==> src/hw/rtl/hsvrgb_pkg.sv <==
package hsvrgb_pkg;

   // Width of one hue sector on the 0..255 wheel
   localparam int unsigned SECTOR_WIDTH = 43;
   // Scale of the offset within a sector (0..42 -> 0..252)
   localparam int unsigned OFFSET_SCALE = 6;
   // Full-scale channel level
   localparam logic [7:0] FULL_SCALE = 8'd255;
   // Right shift after each 8x8 product
   localparam int unsigned PRODUCT_SHIFT = 8;

   // Hue sector, in wheel order
   typedef enum logic [2:0] {
      REGION_RED_YELLOW,
      REGION_YELLOW_GREEN,
      REGION_GREEN_CYAN,
      REGION_CYAN_BLUE,
      REGION_BLUE_MAGENTA,
      REGION_MAGENTA_RED
   } region_type;

endpackage

==> src/hw/rtl/hsv_to_rgb_8bit_core.sv <==
// HSV to RGB converter, 8 bits per channel, integer six-sector scheme. Takes one
// request per clock while not stalled and returns one result per request, in
// order, through four register stages (sector split with the p product, the two
// saturation products, the q and t products, then channel selection into the
// output register), each holding at most one level of 8x8 multiplies. A stall on
// rsp_stall holds the full stages at the tail of the pipeline and reaches
// req_stall in the same cycle only when no stage has a free slot.
// Saturation zero gives grey: red, green and blue all equal brightness.
module hsv_to_rgb_8bit_core (
   input  logic       clock,
   input  logic       reset,
   input  logic       req_valid,
   output logic       req_stall,
   input  logic [7:0] req_hue,
   input  logic [7:0] req_saturation,
   input  logic [7:0] req_brightness,
   output logic       rsp_valid,
   input  logic       rsp_stall,
   output logic [7:0] rsp_red,
   output logic [7:0] rsp_green,
   output logic [7:0] rsp_blue
);
   import hsvrgb_pkg::*;

   // Stage load enables, back from the output
   logic ld1, ld2, ld3, ld4;

   // Stage 1 registers
   logic       s1_valid_ff;
   region_type s1_region_ff, s1_region_in;
   logic [7:0] s1_off_ff, s1_off_in;
   logic [7:0] s1_s_ff, s1_v_ff, s1_p_ff, s1_p_in;
   logic       s1_grey_ff;
   logic [7:0] s1_base;
   logic [15:0] s1_p_prod;

   // Stage 2 registers
   logic       s2_valid_ff;
   region_type s2_region_ff;
   logic [7:0] s2_v_ff, s2_p_ff;
   logic       s2_grey_ff;
   logic [7:0] s2_sf_ff, s2_sf_in, s2_sc_ff, s2_sc_in;
   logic [15:0] s2_sf_prod, s2_sc_prod;

   // Stage 3 registers
   logic       s3_valid_ff;
   region_type s3_region_ff;
   logic [7:0] s3_v_ff, s3_p_ff;
   logic       s3_grey_ff;
   logic [7:0] s3_q_ff, s3_q_in, s3_t_ff, s3_t_in;
   logic [15:0] s3_q_prod, s3_t_prod;

   // Output registers
   logic       rsp_valid_ff;
   logic [7:0] red_ff, red_in, green_ff, green_in, blue_ff, blue_in;

   // Flow control: a stage loads when empty or when its successor loads
   assign ld4       = !rsp_valid_ff || !rsp_stall;
   assign ld3       = !s3_valid_ff || ld4;
   assign ld2       = !s2_valid_ff || ld3;
   assign ld1       = !s1_valid_ff || ld2;
   assign req_stall = !ld1;

   // Sector split: compare ladder against sector bounds
   always_comb begin
      if (req_hue >= 8'(SECTOR_WIDTH * 5)) begin
         s1_region_in = REGION_MAGENTA_RED;
         s1_base      = 8'(SECTOR_WIDTH * 5);
      end else if (req_hue >= 8'(SECTOR_WIDTH * 4)) begin
         s1_region_in = REGION_BLUE_MAGENTA;
         s1_base      = 8'(SECTOR_WIDTH * 4);
      end else if (req_hue >= 8'(SECTOR_WIDTH * 3)) begin
         s1_region_in = REGION_CYAN_BLUE;
         s1_base      = 8'(SECTOR_WIDTH * 3);
      end else if (req_hue >= 8'(SECTOR_WIDTH * 2)) begin
         s1_region_in = REGION_GREEN_CYAN;
         s1_base      = 8'(SECTOR_WIDTH * 2);
      end else if (req_hue >= 8'(SECTOR_WIDTH)) begin
         s1_region_in = REGION_YELLOW_GREEN;
         s1_base      = 8'(SECTOR_WIDTH);
      end else begin
         s1_region_in = REGION_RED_YELLOW;
         s1_base      = 8'd0;
      end
      // remainder is at most 42, so the scaled offset fits in 8 bits
      s1_off_in = 8'((req_hue - s1_base) * 8'(OFFSET_SCALE));
      s1_p_prod = 16'(req_brightness) * 16'(FULL_SCALE - req_saturation);
      s1_p_in   = 8'(s1_p_prod >> PRODUCT_SHIFT);
   end

   // Saturation times offset and its complement
   always_comb begin
      s2_sf_prod = 16'(s1_s_ff) * 16'(s1_off_ff);
      s2_sc_prod = 16'(s1_s_ff) * 16'(FULL_SCALE - s1_off_ff);
      s2_sf_in   = 8'(s2_sf_prod >> PRODUCT_SHIFT);
      s2_sc_in   = 8'(s2_sc_prod >> PRODUCT_SHIFT);
   end

   // Falling and rising levels q and t
   always_comb begin
      s3_q_prod = 16'(s2_v_ff) * 16'(FULL_SCALE - s2_sf_ff);
      s3_t_prod = 16'(s2_v_ff) * 16'(FULL_SCALE - s2_sc_ff);
      s3_q_in   = 8'(s3_q_prod >> PRODUCT_SHIFT);
      s3_t_in   = 8'(s3_t_prod >> PRODUCT_SHIFT);
   end

   // Channel order by sector; grey overrides
   always_comb begin
      case (s3_region_ff)
         REGION_RED_YELLOW: begin
            red_in = s3_v_ff; green_in = s3_t_ff; blue_in = s3_p_ff;
         end
         REGION_YELLOW_GREEN: begin
            red_in = s3_q_ff; green_in = s3_v_ff; blue_in = s3_p_ff;
         end
         REGION_GREEN_CYAN: begin
            red_in = s3_p_ff; green_in = s3_v_ff; blue_in = s3_t_ff;
         end
         REGION_CYAN_BLUE: begin
            red_in = s3_p_ff; green_in = s3_q_ff; blue_in = s3_v_ff;
         end
         REGION_BLUE_MAGENTA: begin
            red_in = s3_t_ff; green_in = s3_p_ff; blue_in = s3_v_ff;
         end
         default: begin
            red_in = s3_v_ff; green_in = s3_p_ff; blue_in = s3_q_ff;
         end
      endcase
      if (s3_grey_ff) begin
         red_in   = s3_v_ff;
         green_in = s3_v_ff;
         blue_in  = s3_v_ff;
      end
   end

   // Valid bits
   always_ff @(posedge clock) begin
      if (reset) begin
         s1_valid_ff  <= 1'b0;
         s2_valid_ff  <= 1'b0;
         s3_valid_ff  <= 1'b0;
         rsp_valid_ff <= 1'b0;
      end else begin
         if (ld1) s1_valid_ff  <= req_valid;
         if (ld2) s2_valid_ff  <= s1_valid_ff;
         if (ld3) s3_valid_ff  <= s2_valid_ff;
         if (ld4) rsp_valid_ff <= s3_valid_ff;
      end
   end

   // Payload registers
   always_ff @(posedge clock) begin
      if (ld1) begin
         s1_region_ff <= s1_region_in;
         s1_off_ff    <= s1_off_in;
         s1_s_ff      <= req_saturation;
         s1_v_ff      <= req_brightness;
         s1_p_ff      <= s1_p_in;
         s1_grey_ff   <= (req_saturation == 8'd0);
      end
      if (ld2) begin
         s2_region_ff <= s1_region_ff;
         s2_v_ff      <= s1_v_ff;
         s2_p_ff      <= s1_p_ff;
         s2_grey_ff   <= s1_grey_ff;
         s2_sf_ff     <= s2_sf_in;
         s2_sc_ff     <= s2_sc_in;
      end
      if (ld3) begin
         s3_region_ff <= s2_region_ff;
         s3_v_ff      <= s2_v_ff;
         s3_p_ff      <= s2_p_ff;
         s3_grey_ff   <= s2_grey_ff;
         s3_q_ff      <= s3_q_in;
         s3_t_ff      <= s3_t_in;
      end
      if (ld4) begin
         red_ff   <= red_in;
         green_ff <= green_in;
         blue_ff  <= blue_in;
      end
   end

   assign rsp_valid = rsp_valid_ff;
   assign rsp_red   = red_ff;
   assign rsp_green = green_ff;
   assign rsp_blue  = blue_ff;

`ifndef SYNTH
   // Scaled offset never exceeds 42 steps of six
   a_offset_range: assert property (@(posedge clock) disable iff (reset)
      s1_valid_ff |-> s1_off_ff <= 8'd252)
      else $error("sector offset out of range");

   // p is never above brightness
   a_p_below_v: assert property (@(posedge clock) disable iff (reset)
      s1_valid_ff |-> s1_p_ff <= s1_v_ff)
      else $error("p level above brightness");

   // A grey item leaves with three equal channels
   a_grey_out: assert property (@(posedge clock) disable iff (reset)
      s3_valid_ff && s3_grey_ff && ld4 |=> rsp_red == rsp_green && rsp_green == rsp_blue)
      else $error("grey request gave unequal channels");

   // One channel always carries brightness
   a_v_present: assert property (@(posedge clock) disable iff (reset)
      s3_valid_ff && ld4 |=> rsp_red == $past(s3_v_ff) || rsp_green == $past(s3_v_ff)
         || rsp_blue == $past(s3_v_ff))
      else $error("no channel equals brightness");

   // A draining output lets the pipeline take a request
   a_no_false_stall: assert property (@(posedge clock) disable iff (reset)
      !rsp_stall |-> !req_stall)
      else $error("request stalled while output drains");
`endif

endmodule

==> config.mk <==
export PLATFORM = sky130hd
export DESIGN_NAME = hsv_to_rgb_8bit_core
export DESIGN_NICKNAME = d
export VERILOG_FILES = /design/src/hw/rtl/hsvrgb_pkg.sv /design/src/hw/rtl/hsv_to_rgb_8bit_core.sv
export SDC_FILE = /design/constraint.sdc
export NUM_CORES = 1
export LEC_CHECK = 0
export BUFFER_PORTS_ARGS = -buffer_cell sky130_fd_sc_hd__buf_2
export CORE_MARGIN = 4
export CORE_UTILIZATION = 40
export DETAILED_ROUTE_END_ITERATION = 10
export PLACE_DENSITY = 0.6
export SLEW_MARGIN = 0
export SYNTH_ARGS = -nofsm -noshare
export SYNTH_HDL_FRONTEND = slang
export SYNTH_SLANG_ARGS = --single-unit
==> constraint.sdc <==
create_clock -name clock -period 14.7 [get_ports clock]
set_input_delay 0.735 -clock clock [delete_from_list [all_inputs] [get_ports clock]]
set_output_delay 0.735 -clock clock [all_outputs]
set_load 0.1 [all_outputs]
; ---- Word level (Yosys, flattened, before mapping)
; Index checks and enable logic that the tools add are counted.
[totals]
out_inout_bits = 26
ff_bits = 135
inputBits = 28
[op_classes]
n_reduce_logical = 17
add_sub_neg = 5
mul = 6
n_lt_le_gt_ge = 5
muxes = 15
eq_ne = 4
[ops]
columns = cell, n
row1 = $pmux W8 S3, 3
row2 = $mul A9 B9 Y16, 4
row3 = $mux W8, 6
row4 = $sub A8 B8 Y9 const A, 4
row5 = $ge A8 B8 Y1 const B, 3
row6 = $mul A8 B7 Y15, 1
row7 = $reduce_or A2 Y1, 5
row8 = $ge A8 B6 Y1 const B, 1
row9 = $ge A8 B7 Y1 const B, 1
row10 = $logic_not A8 Y1, 1
row11 = $mul A8 B2 Y7 const B, 1
row12 = $sub A8 B8 Y8, 1
row13 = $mux W7, 1
row14 = $eq A3 B2 Y1 const B, 2
row15 = $logic_not A1 Y1, 6
row16 = $mux W6, 1
row17 = $logic_or A1 B1 Y1, 4
row18 = $mux W2, 2
row19 = $eq A3 B1 Y1 const B, 1
row20 = $eq A3 B3 Y1 const B, 1
row21 = $logic_not A3 Y1, 1
row22 = $mux W1, 2

; ---- Longest topological paths before layout
; Gate-level depths: netlist of run 1.
[depth]
ltp_word = 8
ltp_mapped = 19
ltp_nobuf = 18

; ---- Worst setup path after synthesis of run 1
; OpenSTA, ideal clock, no wires.
[synth_path]
path_kind = input -> register
startpoint = in req_saturation[0]
endpoint = reg s1_p_ff[7], data pin
path_slack_ns = 9.839
required_ns = 14.440
path_stages = 15
setup_ns = 0.260
arrival_ns = 4.601
path_cell_list = nand2b_1 -> fa_1 -> inv_1 -> fa_1 -> inv_1 -> fa_1 -> fa_1 -> inv_1 -> ha_1 -> or4b_1 -> o31ai_1 -> o41ai_1 -> o211ai_1 -> a21oi_1 -> xnor2_1
[synth_via]
elab_chain_len = 2
[synth_rtl]
columns = item, line_no
row1 = from (decl), hsv_to_rgb_8bit_core.sv:15  ; input logic [7:0] req_saturation,
row2 = $sub A8 B8 Y9, hsv_to_rgb_8bit_core.sv:87  ; s1_p_prod = 16'(req_brightness) * 16'(FULL_SCALE - req_saturation);
row3 = $mul A9 B9 Y16, hsv_to_rgb_8bit_core.sv:87
row4 = named net s1_p_prod[15], hsv_to_rgb_8bit_core.sv:35  ; logic [15:0] s1_p_prod;
row5 = to (signal assigned), hsv_to_rgb_8bit_core.sv:158  ; s1_p_ff <= s1_p_in;
row6 = to (decl), hsv_to_rgb_8bit_core.sv:32  ; logic [7:0] s1_s_ff, s1_v_ff, s1_p_ff, s1_p_in;
; The timed path passes the listed nets, and every way through them passes these cells.
; A chain may end at the register's enable or synchronous reset.

; ---- Worst setup path in the final report of run 1
[layout_path]
startpoint = reg s2_v_ff[5]
endpoint = reg s3_t_ff[7], data pin
[layout_via]
elab_chain_len = 1
[layout_rtl]
columns = item, line_no
row1 = from (decl), hsv_to_rgb_8bit_core.sv:40  ; logic [7:0] s2_v_ff, s2_p_ff;
row2 = from (signal assigned), hsv_to_rgb_8bit_core.sv:163  ; s2_v_ff <= s1_v_ff;
row3 = $mul A9 B9 Y16, hsv_to_rgb_8bit_core.sv:102  ; s3_t_prod = 16'(s2_v_ff) * 16'(FULL_SCALE - s2_sc_ff);
row4 = named net s3_t_prod[15], hsv_to_rgb_8bit_core.sv:51  ; logic [15:0] s3_q_prod, s3_t_prod;
row5 = to (signal assigned), hsv_to_rgb_8bit_core.sv:175  ; s3_t_ff <= s3_t_in;
row6 = to (decl), hsv_to_rgb_8bit_core.sv:50  ; logic [7:0] s3_q_ff, s3_q_in, s3_t_ff, s3_t_in;
; The timed path passes the listed nets, and every way through them passes these cells.

==> results of run 1 <==
-- routing by layer --
metal	track usage	vias to the layer above	routed length (um)
met3	0.02060	10	894
met2	0.2712	131	15280
met4	0.02934	0	180
met1	0.2075	5041	14180
li1	-	4903	-
met5	0	-	0
-- kinds of logic (layout without fill, tap and decap cells) --
kind of cell	after synthesis	in the layout	synth area share
compound gates	150	150	0.06297
xor+xnor	44	44	0.02535
fa+ha+maj	351	351	0.3747
buf+inv	336	387	0.08305
flops	135	135	0.2641
mux	41	41	0.02700
simple gates	445	445	0.1629
-- worst max-delay path by stage --
stage | start | end | slack, ns | cells past startpoint
global placement | req_saturation[0] | s1_p_ff[7]$_DFFE_PN_ | 9.40 | 16
floorplan | req_saturation[0] | s1_p_ff[7]$_DFFE_PN_ | 9.84 | 15
finish | s2_v_ff[5]$_DFFE_PP_ | s3_t_ff[7]$_DFFE_PP_ | 9.39 | 16
detailed placement | req_saturation[0] | s1_p_ff[7]$_DFFE_PN_ | 9.32 | 16
CTS | s2_v_ff[5]$_DFFE_PP_ | s3_t_ff[7]$_DFFE_PP_ | 9.41 | 16
global route | s2_v_ff[3]$_DFFE_PP_ | s3_t_ff[7]$_DFFE_PP_ | 9.19 | 16
-- cell usage after synthesis (3+ instances only) --
cell,number
inv_1,298
ha_1,176
fa_1,174
edfxtp_1,131
nor2b_1,124
nand2b_1,106
nor2_1,76
nand2_1,51
mux2i_1,41
a21oi_1,39
o21ai_0,39
and2_1,35
clkbuf_1,34
xnor2_1,32
nor3_1,19
a21o_1,13
xor2_1,12
o22ai_1,10
a221oi_1,8
a22oi_1,8
o21a_1,7
nand3_1,6
a211oi_1,4
dfxtp_1,4
o211ai_1,4
nor4_1,3
o21bai_1,3
or2_2,3
or3_1,3
or4_1,3
-- stage by stage --
| stage | instances | hold slack [ns] | util |
|---|---|---|---|
| finish | 2064 | 0.4134 | 0.4413 |
| global placement | 2032 | 0.4032 | 0.4256 |
| floorplan | 1502 | 0.4003 | - |
| detailed placement | 2032 | 0.4062 | 0.4256 |
| global route | 2064 | 0.4266 | 0.4413 |
| CTS | 2064 | 0.4169 | 0.4413 |
-- cell type report --
cell class / instances / area (um2) / area share
multi-input cells: 1031 / 9930 / 0.5988
clock buffers: 18 / 439.2 / 0.02648
clock inverters: 14 / 151.4 / 0.009129
repair buffers: 56 / 287.8 / 0.01735
inverters: 299 / 1122 / 0.06768
flip-flops and latches: 135 / 4014 / 0.2420
well taps: 511 / 639.4 / 0.03855
==> results.cfg, run 1 <==
[clock_network]
cts-root-to-sink-buffers = 2
path_clk_slew_ns = 0.08
cts.htree.levels = 4
cts_setup_buffers = 0
worst_skew_pair.late_latency_ns = 0.44
cts.repair.resized = 0
cts_made_buffers = 17
clockRootBuffer = clkbuf_16
cts_hold_buffers_added = 0
clock_sink_count = 135
tritoncts = built

[setup_path]
timing.critical_path.buf_inv = 3
path_common_cell = fa_1
worstReg2RegStart = s2_v_ff[5]$_DFFE_PP_
critical_path_fanout_max = 17
worst-endpoint-required_ns = 14.90
arrival_time_worst_endpoint_ns = 5.51
timing.reg2reg.worst_path_depth = 16
critical_path_class = flip-flop to flip-flop
startpoint_type = flip-flop
worst_path_max_delay_cell = edfxtp_1
crit_path_end_kind = flip-flop
cell_by_cell_listing_of_the_critical_path = nand2b_1 -> fa_1 -> inv_1 -> fa_1 -> inv_1 -> fa_1 -> fa_1 -> inv_1 -> ha_1 -> o21a_1 -> o21ai_0 -> nor3_1 -> o31a_1 -> or4_4 -> a31oi_2 -> xnor2_1
rr_endpoint = s3_t_ff[7]$_DFFE_PP_
critPathMaxStageDelay_ns = 0.86
critical_path.top_delay_family = adder cells
setup_slack_on_the_worst_flop_to_flop_path_ns = 9.39

[synthesis]
postSynth.asyncResetShare = 0
synth.top_cell.area_share = 0.2588
yosys.cell_types.count = 58
synth.cell_area_mm2 = 0.01520
synth_enable_flop_cells = 131
ys_seq_area_frac = 0.2641
post_synth.cell_area_avg_um2 = 10.12
synth_top_area_cell = edfxtp_1
synthesis.instances = 1502
synth-warning-count = 0
postSynth.topFlopCell = edfxtp_1
synth.top_cells.by_area = edfxtp_1, fa_1, ha_1
postSynthNetCount = 1880
synth_seq_cells = 135

[grt]
grt_antenna_before_repair = 0
grt_usage = 0.1547
grt_pass1_vias = 10530
grt_pass1_wl_um = 52140
grt_max_degree = 38
globalRoute.totalOverflow = 0

[route]
detail_route.first_pass.iterations = 5
wirelength_um = 30540
ant_nets = 0
drt_drc_violations_left = 0
avgRoutedWirePerCell_um = 14.79
route.detailed.vias_per_inst = 4.886
vias = 10090
drt_iter0_markers = 579

[timing]
timing.final.setup_violations = 0
worst_slew_pin_slew_ns = 1.180
finalCritPeriodShare = 0.3613
finClkSkew_ns = 0.01567
final_max_slew_viol_count = 0
worst_slack_setup_final_ns = 9.389
maxSlewHeadroom = 0.2131
finalHoldViolCount = 0
grt_setup_unrepaired = no
maximum_operating_frequency_mhz = 188.3
setup_tns_ns = 0
final_period_minus_worst_setup_slack_ns = 5.311

[floorplan]
row_count = 71
die_area_mm2 = 0.04118
initial_utilization = 0.4045
die_width_um = 202.9
fp.coreArea_mm2 = 0.03758
die_h_um = 202.9
ios = 54

[finish]
fill_cells = 3611
n_antenna_cell = 0
layout.cells.most_common_list = inv_1, ha_1, fa_1, edfxtp_1, nor2b_1
drive_gt1_frac = 0.06439
final_net_count = 1918
area.growth.synth_to_final_pct = 9.095
layout.cells.most_common = inv_1
fin_area_mm2 = 0.01658

[placed_design]
place.port_buffers = 53
dpl_cell_area_mm2 = 0.01599
finalWeightedCongestion = 0.8046
pre_cts_ws_ns = 9.317
dpl.hpwl_um = 23770

[min_path]
worst_hold_path.num_cells = 0
timing.hold.worst.start = s2_p_ff[5]$_DFFE_PP_
holdPathEnd = s3_p_ff[5]$_DFFE_PP_
hold_path_class = flip-flop to flip-flop

[flow_run]
drv_cap = 0

[run_status]
outcome = finished clean
Power of run 1 is not shown: default switching activity piles up to over one toggle a cycle in this logic, so the estimate is an artifact.
==> run 2, diff against run 1 <==
==> constraint.sdc (replaced) <==
create_clock -name clock -period 5.4 [get_ports clock]
set_input_delay 0.27 -clock clock [delete_from_list [all_inputs] [get_ports clock]]
set_output_delay 0.27 -clock clock [all_outputs]
set_load 0.1 [all_outputs]
==> run 2 against run 1 <==
  * Clock-buffer cell count up 5
  * Worst hold slack got worse by 0.35 ns
  * Sequential cell count unchanged
  * Global-route usage increased by 0.37 points
  * Wire length grew 2.7%
  * First-iteration DRC count is 32% lower
  * Critical path depth unchanged
  * Via count increased by 0.91%
  * Die area unchanged
  * Maximum frequency grew 6.5%
  * Core utilization is 0.32 points higher
==> results.cfg, run 2 (synthesis results as in run 1) <==
[clock_network]
worst_skew_pair.late_latency_ns = 0.42
cts_hold_buffers_added = 0
clock_sink_count = 135
path_clk_slew_ns = 0.06
cts-root-to-sink-buffers = 2
cts_setup_buffers = 0
cts.htree.levels = 4
clockRootBuffer = clkbuf_16
cts.repair.resized = 0
tritoncts = built
cts_made_buffers = 17

[finish]
fill_cells = 3598
multi_input_comb_area_mm2 = 0.009930
layout.cells.most_common_list = inv_1, ha_1, fa_1, edfxtp_1, nor2b_1
layout.cells.most_common = inv_1
drive_gt1_frac = 0.07424
area.growth.synth_to_final_pct = 9.885
layout.area.seq_mm2 = 0.004014
final_net_count = 1941
n_antenna_cell = 0

[run_status]
outcome = finished clean

[route]
ant_nets = 0
drt_drc_violations_left = 0
detail_route.first_pass.iterations = 5
wirelength_um = 31360
route.detailed.vias_per_inst = 4.876
vias = 10180
avgRoutedWirePerCell_um = 15.03
drt_iter0_markers = 396

[timing]
grt_setup_unrepaired = no
maxSlewHeadroom = 0.2377
timing.final.setup_violations = 0
finalCritPeriodShare = 0.9238
final_max_slew_viol_count = 0
final_period_minus_worst_setup_slack_ns = 4.989
finClkSkew_ns = 0.01715
worst_slew_pin_slew_ns = 1.143
maximum_operating_frequency_mhz = 200.5
finalHoldViolCount = 0
setup_tns_ns = 0

[setup_path]
worst-endpoint-required_ns = 5.56
worstReg2RegStart = s2_v_ff[1]$_DFFE_PP_
crit_path_end_kind = flip-flop
critical_path_class = flip-flop to flip-flop
startpoint_type = flip-flop
setup.worst_path.start = s2_v_ff[1]$_DFFE_PP_
critical_path_fanout_max = 11
arrival_time_worst_endpoint_ns = 5.15

[floorplan]
die_area_mm2 = 0.04118
die_h_um = 202.9
row_count = 71
ios = 54
initial_utilization = 0.4045
die_width_um = 202.9
fp.coreArea_mm2 = 0.03758

[grt]
grt_max_degree = 38
globalRoute.totalOverflow = 0
grt_usage = 0.1584
grt_pass1_wl_um = 53430
grt_pass1_vias = 10830
grt_antenna_before_repair = 0

[placed_design]
place.port_buffers = 53
dpl.hpwl_um = 25270
finalWeightedCongestion = 0.8939

[min_path]
timing.hold.worst.start = reset
hold_path_class = primary input to flip-flop

[flow_run]
drv_cap = 0
-- run 2: cell types whose count changed in the layout (fill, tap and decap cells not counted), sizes merged --
cell and change:
buf +23, clkbuf +5, clkinv +5, clkinvlp +1, inv -11
-- run 2: worst max-delay path, stage by stage, from the launching register on --
cell	delay, ns
edfxtp_1	0.75
nand2b_1	0.17
fa_1	0.45
inv_1	0.09
fa_1	0.38
inv_1	0.08
fa_1	0.43
fa_1	0.54
inv_1	0.04
ha_1	0.27
o21a_1	0.12
o21ai_0	0.21
nor3_1	0.15
o31a_1	0.34
or4_4	0.43
a31oi_2	0.19
xnor2_1	0.08
-- run 2: area by class of cell --
cell class	count	area share
multi-input cells	1031	0.5945
flip-flops and latches	135	0.2403
inverters	299	0.06719
well taps	511	0.03828
repair buffers	79	0.02757
clock buffers	23	0.02742
clock inverters	9	0.004794
-- run 2: metrics by stage --
stage / std cells / hold slack [ns] / util / worst slack, ns / instance area [um2]
2_1_floorplan: 1502 / 0.3391 / - / 0.7354 / 15200
3_3_place_gp: 2055 / 0.4026 / 0.4302 / 0.5232 / 16170
3_5_place_dp: 2055 / 0.4054 / 0.4302 / 0.4405 / 16170
4_1_cts: 2087 / 0.03725 / 0.4445 / 0.4396 / 16700
5_1_grt: 2087 / 0.04557 / 0.4445 / 0.1665 / 16700
6_report: 2087 / 0.06011 / 0.4445 / 0.4114 / 16700
-- run 2: final timing paths --
check                           cells past startpoint                         to  slack (ns)
worst max-delay path                               16       s3_t_ff[7]$_DFFE_PP_        0.41
worst min-delay path                                2     rsp_valid$_SDFFE_PP0P_        0.06
worst max register to register                     16       s3_t_ff[7]$_DFFE_PP_        0.41
worst min register to register                      0  s3_region_ff[0]$_DFFE_PP_        0.41
-- run 2: per-layer routing --
metal	routed length (um)	global-route usage	part of all wire
met1	14480	0.2097	0.46
met2	15730	0.2800	0.50
met3	881	0.02172	0.028
met4	271	0.03128	0.0086
met5	0	0	0
Power of run 2 is left out for the same reason.
